--- config.mk ---
export PLATFORM = sky130hd
export DESIGN_NAME = mcpst_sad
export DESIGN_NICKNAME = d
export VERILOG_FILES = /design/src/mcpst_pkg.sv /design/src/mcpst_sad.sv
export SDC_FILE = /design/constraint.sdc
export NUM_CORES = 1
export LEC_CHECK = 0
export BUFFER_PORTS_ARGS = -buffer_cell sky130_fd_sc_hd__buf_4
export CORE_ASPECT_RATIO = 0.75
export CORE_UTILIZATION = 45
export CTS_CLUSTER_DIAMETER = 60
export DETAILED_ROUTE_END_ITERATION = 8
export GPL_TIMING_DRIVEN = 0
export MAX_ROUTING_LAYER = met4
export PLACE_DENSITY = 0.7
export SKIP_LAST_GASP = 1
export SYNTH_ARGS = -nofsm -noshare
export SYNTH_HDL_FRONTEND = slang
export SYNTH_SLANG_ARGS = --single-unit
--- constraint.sdc ---
create_clock -name i_clk -period 12 [get_ports i_clk]
set_input_delay 1.8 -clock i_clk [delete_from_list [all_inputs] [get_ports i_clk]]
set_output_delay 1.8 -clock i_clk [all_outputs]
set_load 0.1 [all_outputs]
--- src/mcpst_pkg.sv ---
package mcpst_pkg;

    localparam int MAX_CAMERAS = 4;
    localparam int MAX_HALF    = 16;
    localparam int CHANNELS    = 4;

    localparam int PATCH_DEPTH = 4 * MAX_HALF * MAX_HALF;
    localparam int ADDR_W      = $clog2(PATCH_DEPTH);
    localparam int AREA_W      = $clog2(PATCH_DEPTH + 1);
    localparam int CAM_W       = $clog2(MAX_CAMERAS);
    localparam int ECAM_W      = $clog2(MAX_CAMERAS + 1);
    localparam int HALF_W      = $clog2(MAX_HALF + 1);

    localparam int CAMF_W      = 3;
    localparam int HALFF_W     = 5;
    localparam int THR_W       = 16;
    localparam int SUM_W       = 22;
    localparam int PIX_W       = 8;
    localparam int WORD_W      = 4 * PIX_W;
    localparam int OUT_DW      = ((SUM_W + 7) / 8) * 8;
    localparam int DIFF_W      = $clog2(255 * CHANNELS + 1);
    localparam int CHN_W       = $clog2(CHANNELS + 1);
    localparam int GEO_W       = AREA_W + CAM_W;
    localparam int RHS_W       = THR_W + GEO_W + CHN_W;
    localparam int LHS_W       = SUM_W + 8;
    localparam int CMP_W       = (RHS_W > LHS_W) ? RHS_W : LHS_W;

    localparam int CFG_DW      = 32;
    localparam int CFG_AW      = 4;

    localparam logic [1:0] REG_CAMERA_COUNT = 2'd0;
    localparam logic [1:0] REG_PATCH_HALF   = 2'd1;
    localparam logic [1:0] REG_THRESHOLD    = 2'd2;

    localparam logic [SUM_W-1:0] SUM_MAX = {SUM_W{1'b1}};

    typedef struct packed {
        logic              restart;
        logic [CAM_W-1:0]  cams_m1;
        logic [ADDR_W-1:0] area_m1;
        logic [RHS_W-1:0]  rhs;
    } t_geom;

    typedef struct packed {
        logic              valid;
        logic              cmp;
        logic              last;
        logic [WORD_W-1:0] word;
    } t_pix;

    typedef struct packed {
        logic              valid;
        logic              cmp;
        logic              last;
        logic [DIFF_W-1:0] diff;
    } t_diff;

    typedef struct packed {
        logic             valid;
        logic             busy_last;
        logic [SUM_W-1:0] sum;
    } t_fin;

    function automatic logic [ECAM_W-1:0] eff_cams(input logic [CAMF_W-1:0] v);
        logic [ECAM_W-1:0] r;
        if (v < CAMF_W'(2)) begin
            r = ECAM_W'(2);
        end else if (32'(v) > MAX_CAMERAS) begin
            r = ECAM_W'(MAX_CAMERAS);
        end else begin
            r = ECAM_W'(v);
        end
        return r;
    endfunction

    function automatic logic [HALF_W-1:0] eff_half(input logic [HALFF_W-1:0] v);
        logic [HALF_W-1:0] r;
        if (v == '0) begin
            r = HALF_W'(1);
        end else if (32'(v) > MAX_HALF) begin
            r = HALF_W'(MAX_HALF);
        end else begin
            r = HALF_W'(v);
        end
        return r;
    endfunction

    function automatic logic [AREA_W-1:0] area_of(input logic [HALF_W-1:0] h);
        logic [2*HALF_W-1:0] sq;
        sq = (2*HALF_W)'(h) * (2*HALF_W)'(h);
        return AREA_W'({sq, 2'b00});
    endfunction

endpackage

--- src/mcpst_sad.sv ---
module mcpst_sad
    import mcpst_pkg::*;
(
    input  logic              i_clk,
    input  logic              i_rst_n,
    input  logic              i_restart,
    input  t_pix              i_s1,
    input  logic [WORD_W-1:0] i_rdata,
    output t_fin              o_fin
);

    t_diff              r_s2;
    logic [SUM_W-1:0]   r_sum;
    logic               r_fin_valid;
    logic [SUM_W-1:0]   r_fin_sum;

    logic [DIFF_W-1:0]  diff;
    logic [SUM_W:0]     wide;
    logic [SUM_W-1:0]   n_sum;

    always_comb begin
        logic [PIX_W-1:0] a;
        logic [PIX_W-1:0] b;
        diff = '0;
        for (int k = 0; k < CHANNELS; k++) begin
            a = i_s1.word[PIX_W*k +: PIX_W];
            b = i_rdata[PIX_W*k +: PIX_W];
            diff = diff + DIFF_W'((a > b) ? (a - b) : (b - a));
        end
    end

    always_ff @(posedge i_clk) begin
        if (!i_rst_n) begin
            r_s2.valid <= 1'b0;
        end else begin
            r_s2.valid <= i_s1.valid;
        end
        r_s2.cmp  <= i_s1.cmp;
        r_s2.last <= i_s1.last;
        r_s2.diff <= diff;
    end

    // Saturate as a guard; the clamped geometry keeps the sum well below it
    assign wide  = (SUM_W+1)'(r_sum) + (SUM_W+1)'(r_s2.cmp ? r_s2.diff : DIFF_W'(0));
    assign n_sum = wide[SUM_W] ? SUM_MAX : wide[SUM_W-1:0];

    always_ff @(posedge i_clk) begin
        if (!i_rst_n) begin
            r_sum       <= '0;
            r_fin_valid <= 1'b0;
        end else begin
            r_fin_valid <= r_s2.valid && r_s2.last;
            if (i_restart) begin
                r_sum <= '0;
            end else if (r_s2.valid) begin
                r_sum <= r_s2.last ? '0 : n_sum;
            end
        end
        if (r_s2.valid && r_s2.last) begin
            r_fin_sum <= n_sum;
        end
    end

    assign o_fin.valid     = r_fin_valid;
    assign o_fin.busy_last = r_fin_valid || (r_s2.valid && r_s2.last);
    assign o_fin.sum       = r_fin_sum;

endmodule

==> impl_metrics.json <==
{
  "gp_congestion": 0.8914,
  "netlist_top_cells_count": "115 x inv_1, 83 x ha_1, 47 x a21oi_1, 44 x nor2_1, 39 x nand2_1",
  "status": "finished, final reports clean",
  "num_rows": 37,
  "drc": 0,
  "num-nets-final": 1034,
  "antenna_found_initial": 0,
  "r2r-start": "r_s2[11]",
  "grt_first_pass_wirelength_um": 23560,
  "finalHoldViolations": 0,
  "peakVddDrop_mv": 0.1120,
  "fp.dieArea_um2": 14990,
  "fin_skew_ns": 0.005348,
  "drtIter0Drc": 311,
  "worst_slew_pin_slew_ns": 1.073,
  "max-cap-violations": 0,
  "drtPass1Iterations": 5,
  "hp-class": "reg -> reg",
  "cp_top_family": "compound AO/OA/AOI/OAI gates",
  "synth.area.top_cells": "ha_1 16%, dfxtp_1 11%, edfxtp_1 10%",
  "cts_resized": 0,
  "grt_max_degree": 26,
  "critical-path-max-stage-delay_ns": 0.52,
  "area_growth_pct": 19.93,
  "synthArstFlopShare_pct": 0,
  "place_hpwl_um": 11120,
  "yosys-mux-area-fraction_pct": 5.293,
  "r2r_slack_ns": 8.87,
  "crit_cells": 21,
  "wl_per_cell_um": 13.03,
  "cts_setup_buffers": 0,
  "clock.fmax_mhz": 159.3,
  "synth_flop_cell": "dfxtp_1",
  "clock_sinks": 58,
  "clk_pin_slew_ns": 0.05,
  "coreArea_um2": 13930,
  "cts_tree": "done",
  "synth_fa_ha_area_share_pct": 24.20,
  "ctsHoldBuffers": 0,
  "grt_pass1_vias": 5091,
  "fp.dieW_um": 141.0,
  "synth_top_family_by_area": "adder cells",
  "fin_ws_ns": 5.721,
  "rr_endpoint": "r_fin_sum[16]",
  "synth_top_cell_area_share_pct": 15.92,
  "synth-compound-area-share_pct": 21.27,
  "leakage_nw": 3.788,
  "slew_headroom_pct": 28.47,
  "htree_num_levels": 3,
  "post_drt_via_cell_ratio": 5.115,
  "setup_viol": 0,
  "num_antenna_cells": 0,
  "min_period_ns": 6.279,
  "power_density_nw_per_um2": 159.7,
  "synthSimpleGateAreaFrac_pct": 14.37,
  "drv_slew": 0,
  "utilization_pct": 56.15,
  "avgSynthCellArea_um2": 8.698,
  "io_pins": 94,
  "grt_usage_pct": 19.86,
  "synth_cells": 750,
  "place.port_buffers": 93,
  "yosysTopAreaCell": "ha_1",
  "synthDistinctLibCells": 75,
  "dieHeight_um": 106.3,
  "vias": 5391,
  "fin_tns_setup_ns": 0,
  "reg2reg_depth": 11,
  "postRouteAntennaNets": 0,
  "synth-xor-area-share_pct": 5.044,
  "cp-start-kind": "primary input",
  "cp.arrival_ns": 6.48,
  "clock_latency_ns": 0.33,
  "crit_type": "in -> reg",
  "numCtsBuffers": 9,
  "drive_gt1_share_pct": 18.04,
  "rsz0062_at_grt": "no",
  "crit_buf_inv": 5,
  "yosysMostFrequentCell": "inv_1",
  "yosys_warnings": 0,
  "synth_fp_nets": 930,
  "crit_slowest_cell": "fa_1",
  "cp-startpoint": "i_s1[11]",
  "cp_common_cell": "inv_1",
  "worst_hold_slack_ns": 0.4789,
  "crit_required_ns": 12.20,
  "synth-edff-count": 22,
  "root_buffer": "clkbuf_16",
  "path_cells": "buf_4, inv_1, ha_1, clkbuf_2, and2_1, o21ai_0, a21o_1, a21oi_2, mux2i_1, xnor2_1, fa_1, inv_1, fa_1, inv_1, ha_1, nor2b_1, o21ai_0, a21boi_0, o21a_1, o41ai_1, xnor3_1",
  "cts_buffer_depth": 2,
  "finalCritPeriodShare_pct": 52.33,
  "crit_path_max_fanout": 7,
  "dp_slack_ns": 5.413,
  "synthesis.area_um2": 6524,
  "crit_path_end": "r_s2[9]",
  "dp.cells": 1038,
  "ys_seq_area_share_pct": 21.17,
  "wl_um": 13740,
  "grt-ovfl-total": 0,
  "start_util_pct": 46.82,
  "layout.cells.non_filler": 1054,
  "synth_seq_cells": 58,
  "end_kind": "flip-flop"
}
==> final cells by class <==
cell class | instances | area (um2)
clock buffer | 10 | 229.0
fill | 1274 | 6111
clock inverter | 6 | 128.9
buffer | 24 | 132.6
timing repair buffer | 93 | 698.2
inverter | 115 | 431.7
tap | 195 | 244.0
multi-input combinational | 553 | 4578
sequential | 58 | 1381
==> how the worst min path moves through the flow <==
| stage | start | slack, ns | to | cells after the start |
|---|---|---|---|---|
| CTS | r_sum[9] | 0.49 | r_sum[9] | 1 |
| finish | r_sum[9] | 0.48 | r_sum[9] | 1 |
| floorplan | r_sum[0] | 0.45 | r_sum[0] | 1 |
| detailed placement | r_sum[8] | 0.47 | r_sum[8] | 1 |
| global route | r_sum[8] | 0.50 | r_sum[8] | 1 |
| global placement | r_sum[9] | 0.47 | r_sum[9] | 1 |
==> through the flow <==
step	cell area, um2	total power (W)
5_1_grt	7824	0.001357
2_1_floorplan	6524	0.0008085
4_1_cts	7824	0.001255
6_report	7824	0.001249
3_3_place_gp	7466	0.0009281
3_5_place_dp	7466	0.0009418
==> layout by cell type (no fill, tap or decap), types with 11 or more instances in the layout <==
| master | n |
|---|---|
| nor2b_1 | 12 |
| o21a_1 | 12 |
| inv_1 | 115 |
| a21o_1 | 21 |
| a21oi_1 | 47 |
| fa_1 | 27 |
| ha_1 | 83 |
| o21ai_0 | 23 |
| nor2_1 | 44 |
| buf_4 | 96 |
| mux2i_1 | 24 |
| a22o_1 | 12 |
| and2_1 | 17 |
| xnor2_1 | 25 |
| dfxtp_1 | 36 |
| nor3_1 | 21 |
| edfxtp_1 | 22 |
| buf_2 | 11 |
| nand2_1 | 39 |
==> cells by family after synthesis <==
family / Yosys count
flip-flops: 58
AO/OA/AOI/OAI: 190
XOR/XNOR: 36
AND/OR/NAND/NOR: 184
buffers and inverters: 139
adder cells (fa/ha/maj): 110
multiplexers: 33
==> where the power goes <==
group | internal (W) | switching, W
clock | 0.000222 | 0.0000865
combinational | 0.000320 | 0.000373
sequential | 0.000241 | 0.00000606
==> per-layer routing <==
layer  GRT usage (%)  wire (um)  share of wire (%)
met5               -          0                  0
met4           3.494        125               0.91
met3           2.793        521                3.8
met2           30.35       5773                 42
met1           28.21       7316                 53
==> worst register-to-register path: cells and delay by family (launching register included) <==
family,cells,cell delay (ns)
muxes,1,0.33
buffers and inverters,2,0.22
DFF,1,0.49
AOI/OAI and AO/OA,3,0.69
and+or+nand+nor,3,0.57
adders and majority gates,2,0.57
==> registers in the layout, summed over array words and instances (netlist names) <==
register,flops
r_fin_sum,22
r_sum,22
r_s2,13
r_fin_valid,1
Power figures use the tool's default switching activity.
