**src/mcpst_pkg.sv**
```systemverilog
package mcpst_pkg;

    localparam int MAX_CAMERAS = 4;
    localparam int MAX_HALF    = 16;
    localparam int CHANNELS    = 4;

    localparam int PATCH_DEPTH = 4 * MAX_HALF * MAX_HALF;
    localparam int ADDR_W      = $clog2(PATCH_DEPTH);
    localparam int AREA_W      = $clog2(PATCH_DEPTH + 1);
    localparam int CAM_W       = $clog2(MAX_CAMERAS);
    localparam int ECAM_W      = $clog2(MAX_CAMERAS + 1);
    localparam int HALF_W      = $clog2(MAX_HALF + 1);

    localparam int CAMF_W      = 3;
    localparam int HALFF_W     = 5;
    localparam int THR_W       = 16;
    localparam int SUM_W       = 22;
    localparam int PIX_W       = 8;
    localparam int WORD_W      = 4 * PIX_W;
    localparam int OUT_DW      = ((SUM_W + 7) / 8) * 8;
    localparam int DIFF_W      = $clog2(255 * CHANNELS + 1);
    localparam int CHN_W       = $clog2(CHANNELS + 1);
    localparam int GEO_W       = AREA_W + CAM_W;
    localparam int RHS_W       = THR_W + GEO_W + CHN_W;
    localparam int LHS_W       = SUM_W + 8;
    localparam int CMP_W       = (RHS_W > LHS_W) ? RHS_W : LHS_W;

    localparam int CFG_DW      = 32;
    localparam int CFG_AW      = 4;

    localparam logic [1:0] REG_CAMERA_COUNT = 2'd0;
    localparam logic [1:0] REG_PATCH_HALF   = 2'd1;
    localparam logic [1:0] REG_THRESHOLD    = 2'd2;

    localparam logic [SUM_W-1:0] SUM_MAX = {SUM_W{1'b1}};

    typedef struct packed {
        logic              restart;
        logic [CAM_W-1:0]  cams_m1;
        logic [ADDR_W-1:0] area_m1;
        logic [RHS_W-1:0]  rhs;
    } t_geom;

    typedef struct packed {
        logic              valid;
        logic              cmp;
        logic              last;
        logic [WORD_W-1:0] word;
    } t_pix;

    typedef struct packed {
        logic              valid;
        logic              cmp;
        logic              last;
        logic [DIFF_W-1:0] diff;
    } t_diff;

    typedef struct packed {
        logic             valid;
        logic             busy_last;
        logic [SUM_W-1:0] sum;
    } t_fin;

    function automatic logic [ECAM_W-1:0] eff_cams(input logic [CAMF_W-1:0] v);
        logic [ECAM_W-1:0] r;
        if (v < CAMF_W'(2)) begin
            r = ECAM_W'(2);
        end else if (32'(v) > MAX_CAMERAS) begin
            r = ECAM_W'(MAX_CAMERAS);
        end else begin
            r = ECAM_W'(v);
        end
        return r;
    endfunction

    function automatic logic [HALF_W-1:0] eff_half(input logic [HALFF_W-1:0] v);
        logic [HALF_W-1:0] r;
        if (v == '0) begin
            r = HALF_W'(1);
        end else if (32'(v) > MAX_HALF) begin
            r = HALF_W'(MAX_HALF);
        end else begin
            r = HALF_W'(v);
        end
        return r;
    endfunction

    function automatic logic [AREA_W-1:0] area_of(input logic [HALF_W-1:0] h);
        logic [2*HALF_W-1:0] sq;
        sq = (2*HALF_W)'(h) * (2*HALF_W)'(h);
        return AREA_W'({sq, 2'b00});
    endfunction

endpackage

```
**src/mcpst_cfg.sv**
```systemverilog
module mcpst_cfg
    import mcpst_pkg::*;
(
    input  logic              i_clk,
    input  logic              i_rst_n,
    input  logic              psel,
    input  logic              penable,
    input  logic              pwrite,
    input  logic [CFG_AW-1:0] paddr,
    input  logic [CFG_DW-1:0] pwdata,
    output logic [CFG_DW-1:0] prdata,
    output logic              pready,
    output t_geom             o_geom
);

    logic [CAMF_W-1:0]  r_cam_count;
    logic [HALFF_W-1:0] r_patch_half;
    logic [THR_W-1:0]   r_threshold;
    logic [AREA_W-1:0]  r_area;
    logic [GEO_W-1:0]   r_geo;
    logic [RHS_W-1:0]   r_prod;
    logic [RHS_W-1:0]   r_rhs;

    logic              wr;
    logic [1:0]        idx;
    logic [AREA_W-1:0] area;
    logic [ECAM_W-1:0] ecams;

    assign pready = 1'b1;
    assign idx    = paddr[3:2];
    assign wr     = psel && penable && pwrite;

    always_ff @(posedge i_clk) begin
        if (!i_rst_n) begin
            r_cam_count  <= CAMF_W'(2);
            r_patch_half <= HALFF_W'(4);
            r_threshold  <= '0;
        end else if (wr) begin
            unique case (idx)
                REG_CAMERA_COUNT: r_cam_count  <= pwdata[CAMF_W-1:0];
                REG_PATCH_HALF:   r_patch_half <= pwdata[HALFF_W-1:0];
                REG_THRESHOLD:    r_threshold  <= pwdata[THR_W-1:0];
                default: ;
            endcase
        end
    end

    always_comb begin
        unique case (idx)
            REG_CAMERA_COUNT: prdata = CFG_DW'(r_cam_count);
            REG_PATCH_HALF:   prdata = CFG_DW'(r_patch_half);
            REG_THRESHOLD:    prdata = CFG_DW'(r_threshold);
            default:          prdata = '0;
        endcase
    end

    assign ecams = eff_cams(r_cam_count);
    assign area  = area_of(eff_half(r_patch_half));

    // Threshold product: after a write it is registered through r_area, r_geo, r_prod and r_rhs in turn
    always_ff @(posedge i_clk) begin
        r_area <= area;
        r_geo  <= GEO_W'(r_area) * GEO_W'(o_geom.cams_m1);
        r_prod <= RHS_W'(r_threshold) * RHS_W'(r_geo);
        r_rhs  <= r_prod * RHS_W'(CHANNELS);
    end

    assign o_geom.restart = wr && ((idx == REG_CAMERA_COUNT) || (idx == REG_PATCH_HALF));
    assign o_geom.cams_m1 = CAM_W'(ecams - ECAM_W'(1));
    assign o_geom.area_m1 = ADDR_W'(area - AREA_W'(1));
    assign o_geom.rhs     = r_rhs;

endmodule

```
**config.mk**
```make
export PLATFORM = sky130hd
export DESIGN_NAME = mcpst_cfg
export DESIGN_NICKNAME = d
export VERILOG_FILES = /design/src/mcpst_pkg.sv /design/src/mcpst_cfg.sv
export SDC_FILE = /design/constraint.sdc
export NUM_CORES = 1
export LEC_CHECK = 0
export ABC_AREA = 1
export BUFFER_PORTS_ARGS = -buffer_cell sky130_fd_sc_hd__clkbuf_2
export CORE_MARGIN = 8
export CORE_UTILIZATION = 55
export DETAILED_ROUTE_END_ITERATION = 16
export GPL_TIMING_DRIVEN = 0
export PLACE_DENSITY = 0.88
export SKIP_CTS_REPAIR_TIMING = 1
export SYNTH_ARGS = -nofsm -noshare
export SYNTH_HDL_FRONTEND = slang
export SYNTH_SLANG_ARGS = --single-unit
```
**constraint.sdc**
```tcl
create_clock -name i_clk -period 5.5 [get_ports i_clk]
set_clock_uncertainty 0.1 [all_clocks]
set_input_delay 0.275 -clock i_clk [delete_from_list [all_inputs] [get_ports i_clk]]
set_output_delay 0.275 -clock i_clk [all_outputs]
set_load 0.02 [all_outputs]
```
==> metrics.txt, run 1 <==
outcome finished clean; clk slew on worst S/H paths 0.07 ns; Leak Pwr 6.94 nW; Routed WL 23,100 um; commonest non-fill, non-tap cell in the layout nand2_1; antenna violations before repair 0; Max clock buf depth 2; setup TNS 0 ns; share of post-route cells with drive strength above 1 0.0999; reg2reg start r_geo[6]$_DFF_P_; Startpoint Class flip-flop; Max H-tree Level 3; nets@finish 1,778; Synth top area share 0.253; CP required 5.65 ns; r2r setup slk 0.28 ns; combinational family with the most area after synthesis adder cells; First DRT Iteration DRCs 542; CTS buffer count 9; CTS Sinks 97; worst-path cell chain clkbuf_1 > clkbuf_4 > nand2_1 > fa_1 > inv_1 > fa_1 > fa_1 > fa_1 > inv_1 > fa_1 > inv_1 > ha_1 > nand2_1 > inv_1 > nand2_1 > nor2_1 > nand3b_1 > nand4_1 > nand2_1; Avg Cell Area, Syn 7.19 um2; chip height 152 um; Total GRT Usage 0.210; Clock Root Buffer clkbuf_16; hold_sp pwdata[4]; Cell Area, Synth 10,200 um2; post-synthesis xor/xnor area fraction 0.0198; crit-path max FO 10; vias in the first global route 8,949; RSZ-0062 raised after global routing false; pwr/cell area 149 nW/um2; Via Count 8,694; max incr delay on CP 0.58 ns; HPWL Detailed 19,300 um; Seq cells post-synth 97; CP max stage cell fa_1; Hold Path Stages 3; # diodes 0; sequential share of the synthesized area 0.190; Max IR drop VDD 0.162 mV; core area 18,100 um2; # IOs 119; remaining global-route overflow 0; DR pass1 iterations 5; HP Class primary input to flip-flop; Initial Util 0.564; Worst-Margin Slew 0.615 ns; Final Hold Fails 0; Gate Count Post-Synth 1,419; unique cell type count in the Yosys netlist 35; WHS 0.0819 ns; CP endpoint kind flip-flop; Worst Setup Path Type flip-flop to flip-flop; Simple-Gate Fraction of Synth Area 0.218; fin util 0.622; Die W 152 um; CTS tree built; FF-to-FF End r_prod[22]$_DFF_P_; r2r worst-path depth 19; mux share of post-synthesis cell area 0; Routed WL per cell 13.1 um; fin. max-slew vios 0; Slew HR 0.590; clock latency at the later pin of the worst-skew pair 0.35 ns; I/O Buffers 76; Routed Antenna Nets 0; Final min period 5.22 ns; area leader, netlist fa_1; DRC Markers 0; full die area 23,200 um2; Final GP Congestion 0.984; Bufs and invs on worst path 6; adder and majority gate portion of the synthesized area 0.354; Worst Path Arrival 5.37 ns; most frequent cells in the layout nand2_1 (414), inv_1 (382), fa_1 (129); Final period util 0.950; Hold Crit Endpoint r_threshold[4]$_SDFFE_PN0P_; Max Fclk 191 MHz; largest net degree at the start of global routing 19; drt via density 4.94; yosys warns 0; Maximum Capacitance Violations 0; first-pass GRT wire length 40,700 um; post-synthesis compound-gate area fraction 0.0371; largest cells by area after synthesis fa_1 (25%), dfxtp_1 (19%), nand2_1 (15%); std cell rows 49; most used cell, CP fa_1; # setup viols final 0; Layout area overhead 10.3%; CP delay by family, top adder cells
report_power, final:
group	internal (W)	switching, W
clock	0.000314	0.000284
combinational	0.000105	0.000210
sequential	0.000742	0.0000241
total	0.00116	0.000518
synthesized netlist by cell type, drive strengths merged:
cell,count
a21o,2
a21oi,35
a31oi,1
and2,1
buf,27
clkbuf,42
conb,2
dfxtp,97
fa,129
ha,82
inv,391
nand2,416
nand3,33
nand3b,4
nand4,9
nor2,91
nor3,1
o211ai,3
o21ai,27
o221ai,1
o31ai,1
or2,1
xnor2,4
xor2,19
tightest hold or removal path, stage by stage:
cell and delay, ns:
clkbuf_2 0.10, nor2_1 0.05, nor2_1 0.08
sequential cells by signal (all words and copies together) (netlist names):
register / count
r_prod: 27
r_rhs: 27
r_threshold: 16
r_geo: 11
r_area: 8
r_patch_half: 5
r_cam_count: 3
routing by layer:
metal / vias to the layer above / track usage / routed length [um]
li1: 4223 / - / -
met1: 4068 / 0.252 / 9330
met2: 338 / 0.367 / 11300
met3: 65 / 0.0442 / 1800
met4: 0 / 0.0747 / 658
met5: - / 0 / 0
area by class of cell:
| class | instances | area, um2 |
|---|---|---|
| Inverter | 391 | 1470 |
| Multi-Input combinational cell | 890 | 6520 |
| Fill cell | 1496 | 6840 |
| Timing Repair Buffer | 76 | 380 |
| Tap cell | 229 | 287 |
| Clock buffer | 9 | 225 |
| Clock inverter | 7 | 58.8 |
| Buffer | 61 | 357 |
| Sequential cell | 97 | 1940 |
worst max-delay path by stage:
stage,start,to,slack (ns),cells after the start
2_1_floorplan,r_geo[7]$_DFF_P_,r_prod[22]$_DFF_P_,0.74,18
3_3_place_gp,r_geo[7]$_DFF_P_,r_prod[18]$_DFF_P_,0.02,19
3_5_place_dp,r_geo[7]$_DFF_P_,r_prod[18]$_DFF_P_,-0.03,19
4_1_cts,r_geo[4]$_DFF_P_,r_prod[18]$_DFF_P_,-0.05,19
5_1_grt,r_geo[8]$_DFF_P_,r_prod[25]$_DFF_P_,0.006,19
6_report,r_geo[6]$_DFF_P_,r_prod[22]$_DFF_P_,0.28,19
through the flow:
step	cells	cell area, um2	worst slack (ns)	total power, W
detailed placement	1752	11000	-0.0315	0.00109
CTS	1768	11300	-0.0517	0.00169
finish	1760	11200	0.277	0.00168
floorplan	1447	10300	0.743	0.000997
global route	1760	11200	0.00635	0.00176
global placement	1752	11000	0.0178	0.00108
kinds of logic after synthesis:
kind of cell | after synthesis
other cells | 2
flops | 97
fa+ha+maj | 211
compound gates | 70
simple gates | 556
buf+inv | 460
xor+xnor | 23
(Power assumes the default switching activity.)
==> run 2, diff against run 1 <==
--- a/config.mk
+++ b/config.mk
@@ -11,7 +11,7 @@
 export CORE_UTILIZATION = 55
 export DETAILED_ROUTE_END_ITERATION = 16
 export GPL_TIMING_DRIVEN = 0
-export PLACE_DENSITY = 0.88
+export PLACE_DENSITY = 0.76
 export SKIP_CTS_REPAIR_TIMING = 1
 export SYNTH_ARGS = -nofsm -noshare
 export SYNTH_HDL_FRONTEND = slang
==> run 2 against run 1 <==
Effect of this change: via count down 2.1%; clock power up 11%; register-to-register slack worse by 0.07 ns; count of clock-buffer cells in the layout unchanged; critical path depth down 1; die area unchanged; routed wire length down 0.37%; maximum frequency down 1.3%; largest power group unchanged.
==> metrics.txt, run 2 (same netlist as run 1, synthesis figures left out) <==
Max clock buf depth 2; core area 18,100 um2; Via Count 8,511; Initial Util 0.564; Register Area 1940 um2; share of post-route cells with drive strength above 1 0.0973; RSZ-0062 raised after global routing false; crit-path max FO 10; # diodes 0; DR pass1 iterations 5; HP Class primary input to flip-flop; Bufs and invs on worst path 5; Slew HR 0.626; Final period util 0.963; Routed Antenna Nets 0; most frequent cells in the layout nand2_1 (414), inv_1 (382), fa_1 (129); Stages on worst setup path 18; clk slew on worst S/H paths 0.07 ns; # setup viols final 0; pwr/cell area 154 nW/um2; outcome finished clean; Startpoint Class flip-flop; CTS Sinks 97; vias in the first global route 8,706; Max IR drop VDD 0.169 mV; std cell rows 49; remaining global-route overflow 0; Leak Pwr 6.95 nW; Clock Root Buffer clkbuf_16; r2r worst-path depth 18; # IOs 119; worst-path cell chain clkbuf_2 > nand2_1 > fa_1 > inv_1 > fa_1 > fa_1 > fa_1 > inv_1 > fa_1 > inv_1 > ha_1 > nand2_1 > inv_1 > nand2_1 > nor2_1 > nand3b_1 > nand4_1 > nand2_1; CTS tree built; first-pass GRT wire length 39,000 um; nets@finish 1,779; worst slack at placement -0.0331 ns; Hold Path Stages 3; Routed WL 23,000 um; fin util 0.623; First DRT Iteration DRCs 463; Multi-input gate area 6520 um2; CP required 5.66 ns; CTS buffer count 9; chip height 152 um; dpl cells 1,752; Total GRT Usage 0.204; commonest non-fill, non-tap cell in the layout nand2_1; CP delay by family, top adder cells; drt via density 4.83; Die W 152 um; CP endpoint kind flip-flop; Worst Setup Path Type flip-flop to flip-flop; # fillers 1,638; Worst-Margin Slew 0.561 ns; CP max stage cell fa_1; Final Hold Fails 0; Max Fclk 189 MHz; DRC Markers 0; Max H-tree Level 3; Routed WL per cell 13.0 um; max incr delay on CP 0.58 ns; biggest regs r_prod: 27 flops, r_rhs: 27 flops, r_threshold: 16 flops; Final GP Congestion 0.929; full die area 23,200 um2; Maximum Capacitance Violations 0; final worst slack 0.206 ns; HPWL Detailed 19,600 um; clock latency at the later pin of the worst-skew pair 0.36 ns; Final min period 5.29 ns; antenna violations before repair 0; fin. max-slew vios 0; largest net degree at the start of global routing 20; I/O Buffers 76; most used cell, CP fa_1; Layout area overhead 10.6%; fin cells 1,761; Worst Path Arrival 5.45 ns
run 2: cell count changes in the layout (fill, tap and decap cells not counted), moves of 2 or more:
cell      before  now
dfxtp_2        2    0
inv_6          3    1
clkbuf_1      23   26
buf_2          2    0
dfxtp_1       95   97
run 2: stage by stage:
stage	total power, W	hold slack (ns)	area, um2	TNS [ns]
floorplan	0.000997	0.210	10300	0
global placement	0.00109	0.210	11000	0
detailed placement	0.00109	0.212	11000	-0.0331
CTS	0.00175	0.0489	11300	-0.0863
global route	0.00182	0.0778	11300	0
finish	0.00174	0.0565	11300	0
run 2: layout make-up:
type / instances / share of cell area
timing repair buffer: 76 / 0.0337
sequential: 97 / 0.172
buffer: 62 / 0.0315
clock buffer: 9 / 0.0200
tap: 229 / 0.0254
inverter: 391 / 0.131
clock inverter: 7 / 0.00832
multi-input combinational: 890 / 0.578
run 2: path summary, 6_finish.rpt:
check | end | slack (ns) | startpoint
worst max-delay path | r_prod[22]$_DFF_P_ | 0.21 | r_geo[5]$_DFF_P_
worst min-delay path | r_threshold[4]$_SDFFE_PN0P_ | 0.06 | pwdata[4]
worst max register to register | r_prod[22]$_DFF_P_ | 0.21 | r_geo[5]$_DFF_P_
worst min register to register | r_rhs[9]$_DFF_P_ | 0.23 | r_prod[7]$_DFF_P_
run 2: worst register-to-register path, delay by kind of cell (launching register included):
kind | cells | cell delay (ns)
fa+ha+maj | 6 | 3.03
flops | 1 | 0.56
buf+inv | 5 | 0.64
simple gates | 7 | 0.86
run 2: power by group:
| group | internal (W) | switching [W] | total, W |
|---|---|---|---|
| sequential | 0.000742 | 0.0000255 | 0.000767 |
| combinational | 0.000105 | 0.000209 | 0.000313 |
| clock | 0.000365 | 0.000296 | 0.000661 |
run 2: layer usage:
metal	vias up	GRT usage	part of all wire
li1	4225	-	-
met1	3981	0.236	0.42
met2	268	0.370	0.50
met3	37	0.0428	0.067
met4	0	0.0614	0.015
met5	-	0	0
